==> src/hw/rtl/mts_pkg.sv <==
// ----------------------------------------------------------------------------
// mts_pkg
// Shared types, codes and the melody ROM of the tone sequencer.
// ----------------------------------------------------------------------------
package mts_pkg;

  // Field widths
  localparam int TclkW    = 24;
  localparam int TpmW     = 16;
  localparam int HpW      = 16;
  localparam int MsW      = 16;
  localparam int FreqW    = 11;
  localparam int DurW     = 8;
  localparam int DivisorW = FreqW + 1;
  localparam int NoteW    = 3;
  localparam int MelW     = 3;
  localparam int LenW     = 4;

  // Cap on notes played from any melody
  localparam int MaxNotes = 8;

  // Command codes
  localparam logic [1:0] CmdTick = 2'd0;
  localparam logic [1:0] CmdPlay = 2'd1;
  localparam logic [1:0] CmdStop = 2'd2;

  // Configuration register indexes
  localparam logic CfgTimerClockHz = 1'b0;
  localparam logic CfgTicksPerMs   = 1'b1;

  localparam logic [MelW-1:0] NumMelodies = 3'd5;

  localparam logic [TclkW-1:0] TimerClockHzReset = 24'd2000000;
  localparam logic [TpmW-1:0]  TicksPerMsReset   = 16'd2000;

  // Melody ROM: frequency in Hz (0 = rest), duration in ms, length
  localparam logic [FreqW-1:0] FreqRom [5][8] = '{
    '{11'd800,  11'd1000, 11'd1200, 11'd1000, 11'd0,    11'd0, 11'd0, 11'd0},
    '{11'd1000, 11'd1200, 11'd0,    11'd0,    11'd0,    11'd0, 11'd0, 11'd0},
    '{11'd1200, 11'd0,    11'd0,    11'd0,    11'd0,    11'd0, 11'd0, 11'd0},
    '{11'd1000, 11'd1200, 11'd0,    11'd0,    11'd0,    11'd0, 11'd0, 11'd0},
    '{11'd1200, 11'd0,    11'd1200, 11'd0,    11'd1200, 11'd0, 11'd0, 11'd0}
  };

  localparam logic [DurW-1:0] DurRom [5][8] = '{
    '{8'd100, 8'd100, 8'd120, 8'd250, 8'd50,  8'd0, 8'd0, 8'd0},
    '{8'd70,  8'd110, 8'd30,  8'd0,   8'd0,   8'd0, 8'd0, 8'd0},
    '{8'd45,  8'd0,   8'd0,   8'd0,   8'd0,   8'd0, 8'd0, 8'd0},
    '{8'd100, 8'd180, 8'd0,   8'd0,   8'd0,   8'd0, 8'd0, 8'd0},
    '{8'd100, 8'd70,  8'd100, 8'd70,  8'd100, 8'd0, 8'd0, 8'd0}
  };

  localparam logic [LenW-1:0] LenRom [5] = '{4'd5, 4'd3, 4'd1, 4'd2, 4'd5};

  // Controller to datapath
  typedef struct packed {
    logic apply;      // apply the accepted input beat to the state
    logic div_start;  // launch the half-period division
    logic load_hp;    // store the division result
  } mts_cmd_t;

  // Datapath to controller
  typedef struct packed {
    logic need_div;   // the incoming beat starts a tone note
    logic div_done;   // quotient ready
  } mts_sts_t;

  function automatic logic [FreqW-1:0] note_freq(input logic [MelW-1:0] mel,
                                                 input logic [NoteW-1:0] idx);
    logic [FreqW-1:0] f;
    f = '0;
    if (mel < NumMelodies) f = FreqRom[mel][idx];
    return f;
  endfunction

  function automatic logic [DurW-1:0] note_dur(input logic [MelW-1:0] mel,
                                               input logic [NoteW-1:0] idx);
    logic [DurW-1:0] d;
    d = '0;
    if (mel < NumMelodies) d = DurRom[mel][idx];
    return d;
  endfunction

  function automatic logic [LenW-1:0] melody_len(input logic [MelW-1:0] mel);
    logic [LenW-1:0] n;
    n = '0;
    if (mel < NumMelodies) n = LenRom[mel];
    if (int'(n) > MaxNotes) n = LenW'(MaxNotes);
    return n;
  endfunction

endpackage

==> src/hw/rtl/mts_channels.sv <==
// ----------------------------------------------------------------------------
// mts_channels
// Valid/ready channels for command beats and result beats.
// ----------------------------------------------------------------------------
interface mts_cmd_if;
  logic       valid;
  logic       ready;
  logic [1:0] command;
  logic [2:0] event_req;

  modport source (output valid, output command, output event_req, input ready);
  modport sink   (input valid, input command, input event_req, output ready);
endinterface

interface mts_res_if;
  logic       valid;
  logic       ready;
  logic       pin_level;
  logic       busy_res;
  logic       tone_on;
  logic [2:0] note_number;

  modport source (output valid, output pin_level, output busy_res, output tone_on,
                  output note_number, input ready);
  modport sink   (input valid, input pin_level, input busy_res, input tone_on,
                  input note_number, output ready);
endinterface

==> src/hw/rtl/mts_divider.sv <==
// ----------------------------------------------------------------------------
// mts_divider
// Restoring divider, one quotient bit per cycle, result clamped to 1..65535.
// ----------------------------------------------------------------------------
module mts_divider (
  input  logic                           clk,
  input  logic                           rst,
  input  logic                           start,
  input  logic [mts_pkg::TclkW-1:0]      dividend,
  input  logic [mts_pkg::DivisorW-1:0]   divisor,
  output logic                           done,
  output logic [mts_pkg::HpW-1:0]        quotient
);
  import mts_pkg::*;

  localparam int CntW = $clog2(TclkW);

  logic                 run;
  logic [CntW-1:0]      count;
  logic [DivisorW-1:0]  rem;
  logic [TclkW-1:0]     quo;
  logic [DivisorW-1:0]  dvsr;
  logic [DivisorW:0]    shifted;
  logic                 fits;

  // One restoring step
  assign shifted = {rem, quo[TclkW-1]};
  assign fits    = shifted >= {1'b0, dvsr};

  always_ff @(posedge clk) begin
    if (rst) begin
      run   <= 1'b0;
      done  <= 1'b0;
      count <= '0;
    end else begin
      // pulse once the last quotient bit lands
      done <= run && !start && (count == '0);
      if (start) begin
        run   <= 1'b1;
        count <= CntW'(TclkW - 1);
        rem   <= '0;
        quo   <= dividend;
        dvsr  <= divisor;
      end else if (run) begin
        rem   <= fits ? DivisorW'(shifted - {1'b0, dvsr}) : shifted[DivisorW-1:0];
        quo   <= {quo[TclkW-2:0], fits};
        count <= count - 1'b1;
        if (count == '0) begin
          run <= 1'b0;
        end
      end
    end
  end

  // Clamp to the half-period range
  always_comb begin
    if (quo == '0) begin
      quotient = HpW'(1);
    end else if (quo[TclkW-1:HpW] != '0) begin
      quotient = '1;
    end else begin
      quotient = quo[HpW-1:0];
    end
  end

endmodule

==> src/hw/rtl/mts_datapath.sv <==
// ----------------------------------------------------------------------------
// mts_datapath
// Sequencer state, tone and millisecond counters, config registers.
// ----------------------------------------------------------------------------
module mts_datapath (
  input  logic                        clk,
  input  logic                        rst,
  input  mts_pkg::mts_cmd_t           ctl,
  output mts_pkg::mts_sts_t           sts,
  input  logic [1:0]                  command,
  input  logic [2:0]                  event_req,
  input  logic                        cfg_we,
  input  logic                        cfg_index,
  input  logic [mts_pkg::TclkW-1:0]   cfg_data,
  output logic                        pin_level,
  output logic                        busy_res,
  output logic                        tone_on,
  output logic [2:0]                  note_number
);
  import mts_pkg::*;

  // Configuration
  logic [TclkW-1:0] timer_clock_hz;
  logic [TpmW-1:0]  ticks_per_ms;

  // Sequencer state
  logic             busy_flag,     busy_flag_next;
  logic [MelW-1:0]  melody_select, melody_select_next;
  logic [NoteW-1:0] note_index,    note_index_next;
  logic [MsW-1:0]   elapsed_ms,    elapsed_ms_next;
  logic [TpmW-1:0]  ms_prescaler,  ms_prescaler_next;
  logic [HpW-1:0]   half_period;
  logic [HpW-1:0]   tone_counter,  tone_counter_next;
  logic             tone_enable,   tone_enable_next;
  logic             pin_state,     pin_state_next;

  logic [HpW-1:0]   tc_inc;
  logic [TpmW-1:0]  mp_inc;
  logic [TpmW-1:0]  tpm_eff;
  logic [MsW-1:0]   elapsed_inc;
  logic [LenW-1:0]  note_inc;
  logic             start_note;
  logic [FreqW-1:0] new_freq;
  logic             need_div;
  logic             div_done;
  logic [HpW-1:0]   div_q;

  assign tc_inc      = tone_counter + 1'b1;
  assign mp_inc      = ms_prescaler + 1'b1;
  assign tpm_eff     = (ticks_per_ms == '0) ? TpmW'(1) : ticks_per_ms;
  assign elapsed_inc = (elapsed_ms == '1) ? elapsed_ms : elapsed_ms + 1'b1;
  assign note_inc    = {1'b0, note_index} + 1'b1;

  // Next state for the incoming beat
  always_comb begin
    busy_flag_next     = busy_flag;
    melody_select_next = melody_select;
    note_index_next    = note_index;
    elapsed_ms_next    = elapsed_ms;
    ms_prescaler_next  = ms_prescaler;
    tone_counter_next  = tone_counter;
    tone_enable_next   = tone_enable;
    pin_state_next     = pin_state;
    start_note         = 1'b0;
    need_div           = 1'b0;
    new_freq           = '0;

    unique case (command)
      CmdTick: begin
        if (busy_flag) begin
          // tone counter first
          if (tone_enable) begin
            if (tc_inc >= half_period) begin
              pin_state_next    = ~pin_state;
              tone_counter_next = '0;
            end else begin
              tone_counter_next = tc_inc;
            end
          end
          // then the millisecond count
          if (mp_inc < tpm_eff) begin
            ms_prescaler_next = mp_inc;
          end else begin
            ms_prescaler_next = '0;
            elapsed_ms_next   = elapsed_inc;
            if (elapsed_inc >= MsW'(note_dur(melody_select, note_index))) begin
              if (note_inc >= melody_len(melody_select)) begin
                // end of melody
                busy_flag_next     = 1'b0;
                melody_select_next = '0;
                note_index_next    = '0;
                elapsed_ms_next    = '0;
                ms_prescaler_next  = '0;
                tone_counter_next  = '0;
                tone_enable_next   = 1'b0;
                pin_state_next     = 1'b0;
              end else begin
                note_index_next = note_inc[NoteW-1:0];
                elapsed_ms_next = '0;
                start_note      = 1'b1;
              end
            end
          end
        end
      end
      CmdPlay: begin
        if (event_req < NumMelodies) begin
          melody_select_next = event_req;
          note_index_next    = '0;
          elapsed_ms_next    = '0;
          ms_prescaler_next  = '0;
          busy_flag_next     = 1'b1;
          start_note         = 1'b1;
        end
      end
      CmdStop: begin
        busy_flag_next     = 1'b0;
        melody_select_next = '0;
        note_index_next    = '0;
        elapsed_ms_next    = '0;
        ms_prescaler_next  = '0;
        tone_counter_next  = '0;
        tone_enable_next   = 1'b0;
        pin_state_next     = 1'b0;
      end
      default: begin
        // unused command: no change
      end
    endcase

    // note start: pin low, counter cleared, division for a tone
    if (start_note) begin
      new_freq          = note_freq(melody_select_next, note_index_next);
      tone_counter_next = '0;
      pin_state_next    = 1'b0;
      tone_enable_next  = (new_freq != '0);
      need_div          = (new_freq != '0);
    end
  end

  // Half-period division: timer_clock_hz / (2 * freq)
  mts_divider u_div (
    .clk      (clk),
    .rst      (rst),
    .start    (ctl.div_start),
    .dividend (timer_clock_hz),
    .divisor  ({new_freq, 1'b0}),
    .done     (div_done),
    .quotient (div_q)
  );

  assign sts.need_div = need_div;
  assign sts.div_done = div_done;

  // State and configuration registers
  always_ff @(posedge clk) begin
    if (rst) begin
      timer_clock_hz <= TimerClockHzReset;
      ticks_per_ms   <= TicksPerMsReset;
      busy_flag      <= 1'b0;
      melody_select  <= '0;
      note_index     <= '0;
      elapsed_ms     <= '0;
      ms_prescaler   <= '0;
      half_period    <= HpW'(1);
      tone_counter   <= '0;
      tone_enable    <= 1'b0;
      pin_state      <= 1'b0;
    end else begin
      if (cfg_we) begin
        unique case (cfg_index)
          CfgTimerClockHz: timer_clock_hz <= cfg_data;
          CfgTicksPerMs:   ticks_per_ms   <= cfg_data[TpmW-1:0];
        endcase
      end
      if (ctl.apply) begin
        busy_flag     <= busy_flag_next;
        melody_select <= melody_select_next;
        note_index    <= note_index_next;
        elapsed_ms    <= elapsed_ms_next;
        ms_prescaler  <= ms_prescaler_next;
        tone_counter  <= tone_counter_next;
        tone_enable   <= tone_enable_next;
        pin_state     <= pin_state_next;
      end
      if (ctl.load_hp) begin
        half_period <= div_q;
      end
    end
  end

  // Result fields come straight from the state
  assign pin_level   = pin_state;
  assign busy_res    = busy_flag;
  assign tone_on     = busy_flag & tone_enable;
  assign note_number = note_index;

endmodule

==> src/hw/rtl/mts_ctrl.sv <==
// ----------------------------------------------------------------------------
// mts_ctrl
// Beat sequencing: accept, wait for the divider, present the result.
// ----------------------------------------------------------------------------
module mts_ctrl (
  input  logic              clk,
  input  logic              rst,
  input  logic              cmd_valid,
  output logic              cmd_ready,
  output logic              res_valid,
  input  logic              res_ready,
  input  mts_pkg::mts_sts_t sts,
  output mts_pkg::mts_cmd_t ctl
);
  import mts_pkg::*;

  typedef enum logic {
    S_IDLE,
    S_DIV
  } state_t;

  state_t state;
  logic   accept;

  // Take a new beat while idle, once the result slot is free or draining
  assign cmd_ready = (state == S_IDLE) && (!res_valid || res_ready);
  assign accept    = cmd_valid && cmd_ready;

  assign ctl.apply     = accept;
  assign ctl.div_start = accept && sts.need_div;
  assign ctl.load_hp   = (state == S_DIV) && sts.div_done;

  // State and result-valid register
  always_ff @(posedge clk) begin
    if (rst) begin
      state     <= S_IDLE;
      res_valid <= 1'b0;
    end else begin
      unique case (state)
        S_IDLE: begin
          if (accept) begin
            if (sts.need_div) begin
              state     <= S_DIV;
              res_valid <= 1'b0;
            end else begin
              res_valid <= 1'b1;
            end
          end else if (res_ready) begin
            res_valid <= 1'b0;
          end
        end
        S_DIV: begin
          if (sts.div_done) begin
            state     <= S_IDLE;
            res_valid <= 1'b1;
          end
        end
        default: begin
          state <= S_IDLE;
        end
      endcase
    end
  end

endmodule

==> src/hw/rtl/melody_tone_sequencer.sv <==
// ----------------------------------------------------------------------------
// melody_tone_sequencer
// Five-melody square-wave buzzer sequencer driven by tick/play/stop beats.
// ----------------------------------------------------------------------------
// Results: a beat that starts no tone note gives its result in the cycle after
// it is taken; a tone note's result waits for the half-period divider, which
// takes one quotient bit per cycle over the 24-bit clock rate. One beat is
// in flight at a time; plain ticks go 1 per cycle while results are taken.
// Reset (rst, synchronous, active high) clears the sequencer state, the
// result slot and sets the configuration registers to their defaults.
module melody_tone_sequencer (
  input  logic                      clk,
  input  logic                      rst,
  mts_cmd_if.sink                   cmd_ch,
  mts_res_if.source                 res_ch,
  input  logic                      cfg_we,
  input  logic                      cfg_index,
  input  logic [mts_pkg::TclkW-1:0] cfg_data
);
  import mts_pkg::*;

  mts_cmd_t ctl;
  mts_sts_t sts;

  mts_ctrl u_ctrl (
    .clk       (clk),
    .rst       (rst),
    .cmd_valid (cmd_ch.valid),
    .cmd_ready (cmd_ch.ready),
    .res_valid (res_ch.valid),
    .res_ready (res_ch.ready),
    .sts       (sts),
    .ctl       (ctl)
  );

  mts_datapath u_dp (
    .clk         (clk),
    .rst         (rst),
    .ctl         (ctl),
    .sts         (sts),
    .command     (cmd_ch.command),
    .event_req   (cmd_ch.event_req),
    .cfg_we      (cfg_we),
    .cfg_index   (cfg_index),
    .cfg_data    (cfg_data),
    .pin_level   (res_ch.pin_level),
    .busy_res    (res_ch.busy_res),
    .tone_on     (res_ch.tone_on),
    .note_number (res_ch.note_number)
  );

endmodule

==> src/flat_wrapper.sv <==
// flat-port wrapper written by rule: the top's interface ports become plain ports
module melody_tone_sequencer_flat import mts_pkg::*;
  (clk, rst, cfg_we, cfg_index, cfg_data, cmd_ch_valid, cmd_ch_command, cmd_ch_event_req, cmd_ch_ready, res_ch_valid, res_ch_pin_level, res_ch_busy_res, res_ch_tone_on, res_ch_note_number, res_ch_ready);
  mts_cmd_if cmd_ch_i ();
  mts_res_if res_ch_i ();
  input  logic clk;
  input  logic rst;
  input  logic cfg_we;
  input  logic cfg_index;
  input  logic [mts_pkg::TclkW-1:0] cfg_data;
  input wire logic [$bits(cmd_ch_i.valid)-1:0] cmd_ch_valid;
  input wire logic [$bits(cmd_ch_i.command)-1:0] cmd_ch_command;
  input wire logic [$bits(cmd_ch_i.event_req)-1:0] cmd_ch_event_req;
  output wire logic [$bits(cmd_ch_i.ready)-1:0] cmd_ch_ready;
  output wire logic [$bits(res_ch_i.valid)-1:0] res_ch_valid;
  output wire logic [$bits(res_ch_i.pin_level)-1:0] res_ch_pin_level;
  output wire logic [$bits(res_ch_i.busy_res)-1:0] res_ch_busy_res;
  output wire logic [$bits(res_ch_i.tone_on)-1:0] res_ch_tone_on;
  output wire logic [$bits(res_ch_i.note_number)-1:0] res_ch_note_number;
  input wire logic [$bits(res_ch_i.ready)-1:0] res_ch_ready;
  assign cmd_ch_i.valid = cmd_ch_valid;
  assign cmd_ch_i.command = cmd_ch_command;
  assign cmd_ch_i.event_req = cmd_ch_event_req;
  assign cmd_ch_ready = cmd_ch_i.ready;
  assign res_ch_valid = res_ch_i.valid;
  assign res_ch_pin_level = res_ch_i.pin_level;
  assign res_ch_busy_res = res_ch_i.busy_res;
  assign res_ch_tone_on = res_ch_i.tone_on;
  assign res_ch_note_number = res_ch_i.note_number;
  assign res_ch_i.ready = res_ch_ready;
  melody_tone_sequencer u_core (.clk(clk), .rst(rst), .cmd_ch(cmd_ch_i), .res_ch(res_ch_i), .cfg_we(cfg_we), .cfg_index(cfg_index), .cfg_data(cfg_data));
endmodule
==> config.mk <==
export PLATFORM = sky130hd
export DESIGN_NAME = melody_tone_sequencer_flat
export DESIGN_NICKNAME = d
export VERILOG_FILES = /design/src/hw/rtl/mts_pkg.sv /design/src/hw/rtl/mts_channels.sv /design/src/hw/rtl/mts_divider.sv /design/src/hw/rtl/mts_datapath.sv /design/src/hw/rtl/mts_ctrl.sv /design/src/hw/rtl/melody_tone_sequencer.sv /design/src/flat_wrapper.sv
export SDC_FILE = /design/constraint.sdc
export NUM_CORES = 1
export LEC_CHECK = 0
export BUFFER_PORTS_ARGS = -buffer_cell sky130_fd_sc_hd__buf_2
export CAP_MARGIN = 10
export CORE_MARGIN = 2
export CORE_UTILIZATION = 60
export CTS_BUF_LIST = sky130_fd_sc_hd__clkbuf_2
export DETAILED_ROUTE_END_ITERATION = 8
export MAX_ROUTING_LAYER = met4
export PLACE_DENSITY_LB_ADDON = 0.2
export SLEW_MARGIN = 20
export SYNTH_ARGS = -nofsm -noshare
export SYNTH_HDL_FRONTEND = slang
export SYNTH_SLANG_ARGS = --single-unit
==> constraint.sdc <==
create_clock -name clk -period 6.1 [get_ports clk]
set_input_delay 0.61 -clock clk [delete_from_list [all_inputs] [get_ports clk]]
set_output_delay 0.61 -clock clk [all_outputs]
set_load 0.02 [all_outputs]
* Yosys cells after proc, flatten, opt, wreduce, memory -nomap -nowiden
Memories as Yosys holds them, arrays and structs flattened.
Index checks and enable logic that the tools add are counted.
** Word-level totals
- Register bits after elaboration :: 169
- Bits in read-only memories :: 1248
- Input port bits :: 35
- Output and inout port bits :: 8
- Word-level logic and storage cells :: 196
- Memories kept :: 3
** Cells by class
- Add/subtract/negate cells :: 6
- Magnitude comparators :: 13
- Eq/ne operators :: 12
- Mux-type cells :: 104
- Bitwise operators :: 9
- Reductions and logical operators :: 29
** Memories
- (no name shown) :: words 8, width 88, rd ports 1, clocked after Yosys merged registers in 0, write ports 0, line mts_pkg.sv:72 : if (mel < NumMelodies) f = FreqRom[mel][idx];
- (no name shown) :: words 8, width 64, rd ports 1, clocked after Yosys merged registers in 0, write ports 0, line mts_pkg.sv:80 : if (mel < NumMelodies) d = DurRom[mel][idx];
- (no name shown) :: words 8, width 4, rd ports 1, clocked after Yosys merged registers in 0, write ports 0, line mts_pkg.sv:87 : if (mel < NumMelodies) n = LenRom[mel];
** Operators with widths (count)
- $mux 16 :: 17
- $mux 88 :: 2
- $mux 64 :: 2
- $pmux 16 s3 :: 2
- $add 16x1->16 const B :: 3
- $mux 24 :: 2
- $mux 4 :: 12
- $mux 8 :: 6
- $mux 11 :: 4
- $bmux 11 s3 :: 1
- $mux 1 :: 32
- $pmux 16 s2 :: 1
- $mux 3 :: 10
- $bmux 8 s3 :: 1
- $logic_not 24->1 :: 1
- $mux 12 :: 2
- $pmux 3 s3 :: 2
- $eq 16x16->1 const B :: 1
- $ge 16x16->1 :: 1
- $ge 16x8->1 :: 1
- $ge 4x4->1 const B :: 4
- $logic_not 16->1 :: 1
- $lt 16x16->1 :: 1
- $not 3->4 :: 4
- other kinds (31) :: 60

* Logic depth before layout (Yosys ltp)
Gate-level depths: netlist of run 1.
- Depth in word-level cells :: 43
- Depth in mapped cells :: 21
- Depth with buffers taken out :: 19

* Cells and area by module
A second synthesis of run 1 with hierarchy kept.
** Second synthesis, totals
- Cell total of the unflattened synthesis :: 1138
- Area, all modules :: 9912.0 µm²
** By module, submodules not included
- mts_datapath :: instances 1, cells an instance 872, area an instance 6805.3 µm²
- mts_divider :: instances 1, cells an instance 250, area an instance 2981.6 µm²
- mts_ctrl :: instances 1, cells an instance 16, area an instance 125.1 µm²

* Least setup slack after synthesis of run 1
No wires, ideal clock.
- Path type :: register to register
- Start :: register u_core.u_dp.ms_prescaler[0]
- End :: register u_core.u_dp.u_div.quo[0] (enable)
- Setup time :: 0.395 ns
- Arrival time :: 5.070 ns
- Data required time :: 5.705 ns
- Slack :: 0.635 ns
- Stages on the path, launching flop included :: 22
- Path buffers :: 3
- Clock period less this slack :: 5.465 ns
- Cells stage by stage :: dfxtp_1 ha_1 and3_1 and3_1 and3_1 clkbuf_1 and3_1 nand3_1 xnor2_1 ha_1 nand4_1 nor2_1 a21o_1 or3_1 o31a_4 and3_4 or2_2 buf_2 o31ai_4 and3_1 buf_2 o21a_1
** Between the ends
- Longest elaborated chain between the ends :: 19
- Elaborated cells between the ends (all ways) :: 27
** RTL lines
- from (decl) :: line mts_datapath.sv:31 : logic [TpmW-1:0] ms_prescaler, ms_prescaler_next;
- from (signal assigned) :: line mts_datapath.sv:181 : ms_prescaler <= ms_prescaler_next;
- $add 16x1->16 * :: line mts_datapath.sv:49 : assign mp_inc = ms_prescaler + 1'b1;
- $lt 16x16->1 * :: line mts_datapath.sv:81 : if (mp_inc < tpm_eff) begin
- $mux 3 :: line mts_datapath.sv:81
- $mux 3 :: line mts_datapath.sv:70 : if (busy_flag) begin
- $pmux 3 s3 :: line mts_datapath.sv:68 : unique case (command)
- $not 3->4 (implied by the code) :: line mts_pkg.sv:72
- $mem_v2 8x88
- $mux 88 (implied by the code) (2 in a row) :: line mts_pkg.sv:72
- $bmux 11 s3 :: line mts_pkg.sv:72
- $mux 11 (implied by the code) (2 in a row) :: line mts_pkg.sv:72
- $mux 11 :: line mts_pkg.sv:72
- $mux 11 :: line mts_datapath.sv:132 : if (start_note) begin
- $reduce_bool 11->1 :: line mts_datapath.sv:137 : need_div = (new_freq != '0);
- $mux 1 * :: line mts_datapath.sv:132
- $logic_and 1x1->1 * :: line mts_ctrl.sv:30 : assign ctl.div_start = accept && sts.need_div;
- $reduce_bool 2->1 (no source line) *
- $reduce_and 2->1 (no source line) *
- to (signal assigned) :: line mts_divider.sv:42 : quo <= dividend;
- to (signal assigned) :: line mts_divider.sv:46 : quo <= {quo[TclkW-2:0], fits};
- to (decl) :: line mts_divider.sv:21 : logic [TclkW-1:0] quo;
Every way passes the cells marked *; elsewhere a longest branch is shown, timed or not. The select of a mux whose other input is x is not followed.
A chain may end at the register's enable or synchronous reset.

* Final worst setup path of run 1
- Start :: register u_core.u_dp.ms_prescaler[0]
- End :: register u_core.u_dp.u_div.dvsr[10] (enable)
** Between the ends
- Longest elaborated chain between the ends :: 18
- Elaborated cells between the ends (all ways) :: 26
** RTL lines
- $add 16x1->16 * :: line mts_datapath.sv:49
- $lt 16x16->1 * :: line mts_datapath.sv:81
- $mux 3 :: line mts_datapath.sv:81
- $mux 3 :: line mts_datapath.sv:70
- $pmux 3 s3 :: line mts_datapath.sv:68
- $not 3->4 (implied by the code) :: line mts_pkg.sv:72
- $mem_v2 8x88
- $mux 88 (implied by the code) (2 in a row) :: line mts_pkg.sv:72
- $bmux 11 s3 :: line mts_pkg.sv:72
- $mux 11 (implied by the code) (2 in a row) :: line mts_pkg.sv:72
- $mux 11 :: line mts_pkg.sv:72
- $mux 11 :: line mts_datapath.sv:132
- $reduce_bool 11->1 :: line mts_datapath.sv:137
- $mux 1 * :: line mts_datapath.sv:132
- $logic_and 1x1->1 * :: line mts_ctrl.sv:30
- $reduce_and 2->1 (no source line) *
- to (signal assigned) :: line mts_divider.sv:43 : dvsr <= divisor;
- to (decl) :: line mts_divider.sv:22 : logic [DivisorW-1:0] dvsr;
Marks and branches as above.

==> results of run 1 <==
==> report_power, final <==
group | switching [W] | internal (W)
Combinational | 0.000127 | 0.0000839
Sequential | 0.0000253 | 0.00114
Clock | 0.000457 | 0.000137
==> final timing paths <==
path / slack [ps] / endpoint / cells past startpoint
setup / recovery: 570 / u_core.u_dp.u_div.dvsr[10] / 18
hold / removal: 60 / u_core.u_dp.timer_clock_hz[18] / 3
setup reg to reg: 570 / u_core.u_dp.u_div.dvsr[10] / 18
hold reg to reg: 480 / u_core.u_dp.timer_clock_hz[8] / 2
==> registers in the layout (all words and copies together), names as in the netlist <==
name	flops
u_core.u_dp.tone_counter	16
u_core.u_dp.pin_level	1
u_core.u_dp.u_div.quo	24
u_core.u_dp.ticks_per_ms	16
u_core.u_dp.u_div.done	1
u_core.u_dp.elapsed_ms	16
u_core.u_dp.busy_res	1
u_core.u_dp.u_div.dvsr	5
u_core.u_dp.melody_select	3
u_core.u_dp.u_div.rem	12
u_core.u_dp.u_div.count	5
u_core.u_dp.half_period	16
u_core.u_dp.ms_prescaler	16
u_core.u_dp.u_div.run	1
u_core.u_ctrl.state	1
u_core.u_dp.tone_enable	1
u_core.u_ctrl.res_valid	1
u_core.u_dp.note_number	3
u_core.u_dp.timer_clock_hz	24
==> worst max-delay path: cells and delay by family (launching register included) <==
kind / cells / cell delay, ps
xor gates and xnor gates: 1 / 240
adders and majority gates: 1 / 290
AOI/OAI and AO/OA: 3 / 670
and+or+nand+nor: 13 / 3550
DFF: 1 / 450
==> layout by cell type (no fill, tap or decap), drive strengths merged, types with 7 or more instances in the layout <==
cell	n
inv	65
xnor2	15
nand2	142
nor2	85
nor2b	13
o21ai	43
or2	9
a31oi	8
nor3	14
buf	48
nand2b	14
a22oi	9
a21o	9
nand4	9
mux2i	11
ha	60
xor2	35
and2	12
a211oi	7
nand3b	16
dlygate4sd3	20
dfxtp	122
nor4	13
edfxtp	41
a21oi	82
o221a	15
nand3	32
mux2	25
clkbuf	17
and3	36
o211ai	10
==> final cells by class <==
type	instances	area share
multi-input combinational	799	0.523
clock buffer	17	0.00837
inverter	56	0.0207
clock inverter	15	0.0155
tap	211	0.0260
timing repair buffer	68	0.0448
antenna	1	0.000246
sequential	163	0.362
==> kinds of logic after synthesis <==
kind of cell / share of synthesized area
AO/OA/AOI/OAI: 0.171
XOR/XNOR: 0.0465
adder cells (fa/ha/maj): 0.0819
buffers and inverters: 0.0457
flip-flops: 0.390
multiplexers: 0.0484
AND/OR/NAND/NOR: 0.217
==> per-layer routing <==
metal,track usage,vias up
met4,0.0793,0
li1,-,3900
met1,0.367,3607
met2,0.395,196
met3,0.0491,28
met5,-,-
==> stage by stage <==
step | power, W | worst slack [ps] | area, sq um
2_1_floorplan | 0.00132 | 635 | 9420
3_3_place_gp | 0.00138 | 839 | 9710
3_5_place_dp | 0.00138 | 602 | 9710
4_1_cts | 0.00197 | 556 | 10100
5_1_grt | 0.00205 | 94.6 | 10200
6_report | 0.00197 | 568 | 10200
==> what timing repair did <==
action                                  4_1_cts  5_1_grt
hold buffers                                 16        4
hold endpoints to repair                     19        5
endpoints found under the setup margin        0        0
==> impl_results.md, run 1 <==
- Status: finished clean
- Largest net degree at the start of global routing: 76
- Port Buffer Count: between 40 and 50
- Post-CTS resize count: 0
- Global placement routability congestion: slightly above 0.9
- Placed cell count: approximately 1300
- Max Cap Violations: 0
- Synth Cell Area: 9420 sq um
- Worst r2r src: u_core.u_dp.ms_prescaler[0]
- Crit path launch type: register
- Reg area: 3670 sq um
- Syn Nets: 1165
- Post-Route WL: 20.9 mm
- CTS tree: yes
- Starting Density: 0.617
- Fillers: between 1000 and 1500
- 1st-iter DRT viols: approximately 580
- Tot GR Track Use: 0.265
- Most frequent cell after synthesis: nand2_1
- Yosys top cell area share: 0.259
- Die height: 129 microns
- Root cell of the clock tree: clkbuf_2
- Area of the multi-input gates: 5310 sq um
- CTS buffer count: 17
- Layout cell share with drive strength beyond 1: 0.125
- Vias in the first global route: 7043
- Worst EP arrival: 5970 ps
- Post-synth top cells: nand2_1 (142), dfxtp_1 (122), nor2_1 (85)
- Chip width: 129 microns
- Leakage power: 4.32 nW
- Top sig layer: met4
- DR vias/cell: roughly 5.8
- Worst slew pin tran: 872 ps
- Layout Nets: 1201
- Seq/Total Area, Yosys: 0.390
- Fin cells: 1330
- 1st-pass router iterations: 5
- RSZ-0062 raised after global routing: false
- Hold slack: 63.0 ps
- Maximum vdd drop: 0.157 mV
- Worst Path Max Fanout: 36
- Max clock buf depth: 2
- Routed Antenna Nets: 0
- Crit path max-delay cell type: nor2_1
- Crit path time final: ~5500 ps
- Syn_area_per_cell: about 8.8 sq um
- Core ar.: 15300 sq um
- Routed wl met2: 9.40 mm
- Number of synthesized flops with an enable pin: 41
- Clock slew at reported path FFs: 270 ps
- CTS sink cnt: 163
- Most used cell, CP: and3_1
- Wire length on met1: roughly 10 mm
- Fmax: 0.181 GHz
- Critical Path RT: 6540 ps
- HPWL Detailed: 14.8 mm
- Final setup fails: 0
- Top cells by area, synth: dfxtp_1 (26%), edfxtp_1 (13%), ha_1 (8.0%)
- Warnings from Yosys: 0
- #FFs+latches synth: 163
- Rows: 45
- Skew-Pair Late Insertion Delay: 790 ps
- Overflow after GRT: 0
- DRC: 0
- Global-route wire length before repair: 34.4 mm
- Synth unique cells: 74
- Number of H-tree levels: 4
- Synth Instances: 1069
- Final setup TNS: 0 ps
- Main flop type after synthesis: dfxtp_1
- Area grow syn2layout: 7.91%
- HP Start: cfg_data[18]
- Post-CTS Setup Inserts: 0
- Slowest stage delay, CP: 550 ps
- Crit path cell chain: and3_1 > and3_1 > and3_1 > and3_1 > and3_1 > nand3_1 > xnor2_1 > ha_1 > nand4_1 > nor2_1 > a21o_1 > or3_1 > o31a_4 > and3_4 > or2_1 > o31ai_4 > nand3_4 > nor2_1
- Die area: 16700 sq um
- Asr flop ratio synth: 0
- Vias: 7731
- Critical Path End Type: register
- Power per cell area: 194 nW/um^2
- I/O pins: 43
- WL/cell: 15.7 microns
- Worst setup path class: reg -> reg
- Final Hold Fails: 0
- Initial antenna violation count: 1
- Critical Path Start: u_core.u_dp.ms_prescaler[0]
- Max_slew headroom: 0.419
- Final Max Tran Viols: 0
- Final period utilization: 0.907
- Hold Path Class: in -> reg
- Met3 WL: approximately 1.0 mm
- Worst Skew: 43.4 ps
- Post-layout util: 0.666
- Post-synth top area cell: dfxtp_1
No activity file was read; power rests on OpenSTA's default activity.
==> run 2: changes to the inputs <==
REMOVE_ABC_BUFFERS = 1   (was not set)
==> run 2 against run 1 <==
Register-to-register slack got worse by 20 ps. Critical path type unchanged. Total power shrank 1.9%. Combinational power about the same. Fmax shrank 0.28%. First-iteration DRC count decreased by 24%. Worst setup slack worse by 15 ps. Highest routed layer unchanged. Sequential power barely moved. Sequential share of layout area rose by 0.48 points.
==> impl_results.md, run 2 (synthesis gave the netlist of run 1 again) <==
- Worst EP arrival: 6020 ps
- Commonest non-fill, non-tap cell in the layout: nand2_1
- Layout Nets: 1189
- CTS buffer count: 17
- Final period utilization: 0.909
- Comb pwr share: 0.108
- Worst slew pin tran: between 1000 and 1500 ps
- Max clock buf depth: 2
- Crit path time final: 5550 ps
- Fmax: approximately 0.18 GHz
- Status: finished clean
- Top Registers: u_core.u_dp.timer_clock_hz (24), u_core.u_dp.u_div.quo (24)
- Tot GR Track Use: 0.262
- DRC: 0
- Post-CTS Setup Inserts: 0
- Initial antenna violation count: 1
- Max_slew headroom: 0.321
- WL/cell: 15.8 microns
- Clock power share: 0.292
- Final setup TNS: 0 ps
- Number of H-tree levels: 4
- DR vias/cell: 5.83
- Area grow syn2layout: 6.50%
- Final Max Tran Viols: 0
- Layout cell share with drive strength beyond 1: 0.127
- Worst Skew: 40.8 ps
- Vias in the first global route: about 7000
- HPWL Detailed: roughly 15 mm
- Internal power: 0.00135 W
- 1st-pass router iterations: 5
- I/O pins: 43
- Global-route wire length before repair: 33.9 mm
- Core ar.: 15300 sq um
- CTS sink cnt: 163
- Power, Total: between 0.0015 and 0.002 W
- Rows: 45
- Max Cap Violations: 0
- Die area: 16700 sq um
- Global placement routability congestion: between 0.8 and 0.9
- Maximum vdd drop: around 0.19 mV
- Die height: 129 microns
- Starting Density: 0.617
- Placed Area: between 9000 and 10000 sq um
- Critical Path End Type: register
- Overflow after GRT: 0
- Largest net degree at the start of global routing: 49
- Worst setup path class: reg -> reg
- Switching Fraction: 0.303
- Power per cell area: 193 nW/um^2
- Vias: 7682
- Crit path launch type: register
- Routed Antenna Nets: 0
- Root cell of the clock tree: clkbuf_2
- Fillers: 1323
- Post-Route WL: 20.8 mm
- Worst Path Max Fanout: 24
- Most frequent cells in the layout: nand2_1 (142), dfxtp_1 (122), nor2_1 (85)
- Clock slew at reported path FFs: between 200 and 300 ps
- Port Buffer Count: 42
- Worst R2R Setup Slack: around 550 ps
- CTS tree: yes
- Chip width: 129 microns
- Final setup fails: 0
- Skew-Pair Late Insertion Delay: 770 ps
- Final Hold Fails: 0
- Critical Path RT: 6570 ps
- Final instance area: 10000 sq um
- Leakage power: roughly 4.3 nW
- 1st-iter DRT viols: ~440
- Seq pwr share: 0.601
- Hold Path Class: in -> reg
- Psw: 0.000586 W
- RSZ-0062 raised after global routing: false
==> run 2: stage by stage <==
stage | worst slack, ps | cells | utilization | hold WS, ps
2_1_floorplan | 704 | 1018 | - | 428
3_3_place_gp | 826 | 1277 | 0.637 | 443
3_5_place_dp | 657 | 1277 | 0.637 | 449
4_1_cts | 592 | 1314 | 0.655 | 5.87
5_1_grt | 169 | 1318 | 0.657 | 0.238
6_report | 553 | 1318 | 0.657 | 52.8
==> run 2: timing repair <==
item / 4_1_cts / 5_1_grt
endpoints found under the hold margin: 5 / 3
endpoints found under the setup margin: 0 / 0
gates resized for setup: 0 / 0
hold buffers: 5 / 3
==> run 2: per-layer routing <==
metal	GRT usage	up-vias	routed length [microns]
met4	0.0793	0	342
met5	-	-	0
met1	0.348	3633	9610
met2	0.417	144	10000
li1	-	3881	-
met3	0.0400	24	789
==> run 2: power by group through the flow <==
| stage | clock, W | sequential (W) | combinational (W) |
|---|---|---|---|
| 2_1_floorplan | 0 | 0.00117 | 0.000132 |
| 3_3_place_gp | 0 | 0.00118 | 0.000199 |
| 3_5_place_dp | 0 | 0.00118 | 0.000202 |
| 4_1_cts | 0.000575 | 0.00116 | 0.000206 |
| 5_1_grt | 0.000617 | 0.00117 | 0.000232 |
| 6_report | 0.000563 | 0.00116 | 0.000208 |
==> run 2: final timing paths <==
kind / from / to / cells past startpoint
worst min-delay path: cfg_data[3] / u_core.u_dp.timer_clock_hz[3] / 3
worst max register to register: u_core.u_dp.ms_prescaler[0] / u_core.u_dp.u_div.quo[5] / 19
worst min register to register: u_core.u_dp.timer_clock_hz[11] / u_core.u_dp.timer_clock_hz[11] / 2
worst max-delay path: u_core.u_dp.ms_prescaler[0] / u_core.u_dp.u_div.quo[5] / 19
==> run 2: area by class of cell <==
| class | instances | area [sq um] | area share |
|---|---|---|---|
| multi-input combinational | 799 | 5310 | 0.530 |
| sequential | 163 | 3670 | 0.366 |
| timing repair buffer | 56 | 335 | 0.0334 |
| tap | 211 | 264 | 0.0263 |
| inverter | 56 | 210 | 0.0210 |
| clock inverter | 15 | 143 | 0.0142 |
| clock buffer | 17 | 85.1 | 0.00849 |
| antenna | 1 | 2.50 | 0.000250 |
==> run 2: critical path: stages (launching register included) <==
cell	delay, ps
dfxtp_1	460
ha_1	250
and3_1	260
and3_1	260
and3_1	280
and3_1	270
nand3_1	110
xnor2_1	150
ha_1	330
nand4_1	130
nor2_1	70
a21o_1	180
or3_1	420
o31a_4	170
and3_4	190
or2_1	360
o31ai_4	310
and3_1	480
o21a_1	220
buf_4	320
==> run 3: changes to the inputs <==
CORE_UTILIZATION = 30   (was 60)
GPL_TIMING_DRIVEN = 0   (was not set)
SETUP_SLACK_MARGIN = 0.5   (was not set)
==> run 3 against run 2 <==
Clock skew increased by 1.0 ps. Critical endpoint is now u_core.u_dp.u_div.quo[19]. Global-route usage decreased by 12 points. Register-to-register slack improved by 250 ps. Critical path type unchanged.
==> impl_results.md, run 3 (synthesis gave the netlist of run 1 again) <==
- Routed Antenna Nets: 0
- Core ar.: about 31000 sq um
- Starting Density: 0.306
- 1st-iter DRT viols: between 400 and 500
- Fillers: 3222
- Number of H-tree levels: 4
- Leakage power: 4.36 nW
- Final Hold Fails: 0
- Crit path launch type: register
- CTS sink cnt: 163
- DR vias/cell: 4.97
- Max clock buf depth: 2
- Vias in the first global route: 7340
- Maximum vdd drop: 0.117 mV
- Global placement routability congestion: 0.796
- Port Buffer Count: 42
- Reg area: 3680 sq um
- Worst Skew: 41.8 ps
- Area grow syn2layout: 11.7%
- 1st-pass router iterations: 5
- Hold Path Class: in -> reg
- Clock power share: 0.348
- Tot GR Track Use: 0.146
- Initial antenna violation count: 1
- I/O pins: 43
- Post-Route WL: 22.8 mm
- Die height: 181 microns
- Largest net degree at the start of global routing: 53
- Critical Path End Type: register
- Final period utilization: 0.869
- Die area: 32800 sq um
- HPWL Detailed: 16.1 mm
- Crit path time final: 5300 ps
- Placed Area: 10000 sq um
- Chip width: between 150 and 200 microns
- Final instance area: 10500 sq um
- Critical Path RT: approximately 6600 ps
- Top Registers: u_core.u_dp.timer_clock_hz (24), u_core.u_dp.u_div.quo (24)
- Area of the multi-input gates: about 5400 sq um
- Worst R2R Setup Slack: around 800 ps
- Switching Fraction: 0.271
- Clock slew at reported path FFs: 240 ps
- Psw: roughly 0.00057 W
- Skew-Pair Late Insertion Delay: 740 ps
- Internal power: 0.00154 W
- Worst slew pin tran: 1080 ps
- Final setup TNS: 0 ps
- Worst setup path class: reg -> reg
- Max_slew headroom: 0.276
- Overflow after GRT: 0
- Layout cell share with drive strength beyond 1: 0.144
- Power, Total: ~0.0021 W
- Comb pwr share: 0.103
- Power per cell area: between 200 and 250 nW/um^2
- Vias: ~7500
- CTS buffer count: 17
- Commonest non-fill, non-tap cell in the layout: nand2_1
- DRC: 0
- Worst EP arrival: 5750 ps
- WL/cell: 15.1 microns
- Status: finished clean
- Rows: 64
- Global-route wire length before repair: approximately 38 mm
- Worst Path Max Fanout: 22
- Fmax: around 0.19 GHz
- RSZ-0062 raised after global routing: false
- Seq pwr share: 0.548
- Final Max Tran Viols: 0
- Final setup fails: 0
- CTS tree: yes
- Root cell of the clock tree: clkbuf_2
- Max Cap Violations: 0
- Most frequent cells in the layout: nand2_1 (142), dfxtp_1 (120), nor2_1 (83)
- Layout Nets: approximately 1200
-- run 3: worst paths after layout --
| check | startpoint | endpoint | depth (start not counted) |
|---|---|---|---|
| min reg2reg | u_core.u_dp.timer_clock_hz[0] | u_core.u_dp.timer_clock_hz[0] | 2 |
| max reg2reg | u_core.u_dp.ms_prescaler[2] | u_core.u_dp.u_div.quo[19] | 20 |
| min | cfg_data[3] | u_core.u_dp.ticks_per_ms[3] | 3 |
| max | u_core.u_dp.ms_prescaler[2] | u_core.u_dp.u_div.quo[19] | 20 |
-- run 3: power by group through the flow --
stage                     sequential [W]  clock (W)  combinational [W]
after floorplan                  0.00117          0           0.000132
after global placement           0.00118          0           0.000201
after detailed placement         0.00118          0           0.000211
after CTS                        0.00116   0.000771           0.000218
after global routing             0.00117   0.000810           0.000247
final                            0.00116   0.000737           0.000219
-- run 3: worst max-delay path: stages (launching register included) --
cell,delay [ps]
dfxtp_1,450
and3_1,260
and3_1,250
and3_1,270
and3_1,250
and3_1,270
nand3_1,120
xnor2_1,210
ha_1,280
nand4_1,120
nor2_1,90
a21o_1,200
or3_1,450
o31a_4,180
and3_4,200
or2_2,350
o31ai_4,250
buf_4,160
and3_4,280
o21a_4,190
buf_16,180
-- run 3: final cells by class --
class / count / share of cell area
Inverter: 56 / 0.0200
Multi-Input combinational cell: 800 / 0.510
Antenna cell: 1 / 0.000238
Clock buffer: 18 / 0.00856
Timing Repair Buffer: 63 / 0.0431
Tap cell: 396 / 0.0471
Clock inverter: 14 / 0.0214
Sequential cell: 163 / 0.349
-- run 3: timing repair --
| item | CTS | global route |
|---|---|---|
| setup endpoints to repair | 64 | 74 |
| pin swaps | 2 | 0 |
| setup buffers | 2 | 5 |
| cloned | 1 | 0 |
| hold endpoints to repair | 9 | 1 |
| resized for setup | 6 | 7 |
| hold buffers | 8 | 1 |
-- run 3: stage by stage --
step	util	std cells	setup WS (ps)	hold WS (ps)
floorplan	-	1018	704	428
global placement	0.322	1456	-481	444
detailed placement	0.325	1461	246	448
CTS	0.339	1504	513	1.74
global route	0.342	1511	492	2.01
finish	0.342	1511	801	104
-- run 3: routing by layer --
metal	GRT usage	up-vias	share of wire
met5	-	-	0
met4	0.0439	0	0.013
met3	0.0242	16	0.019
met2	0.244	77	0.48
met1	0.181	3523	0.48
li1	-	3889	-
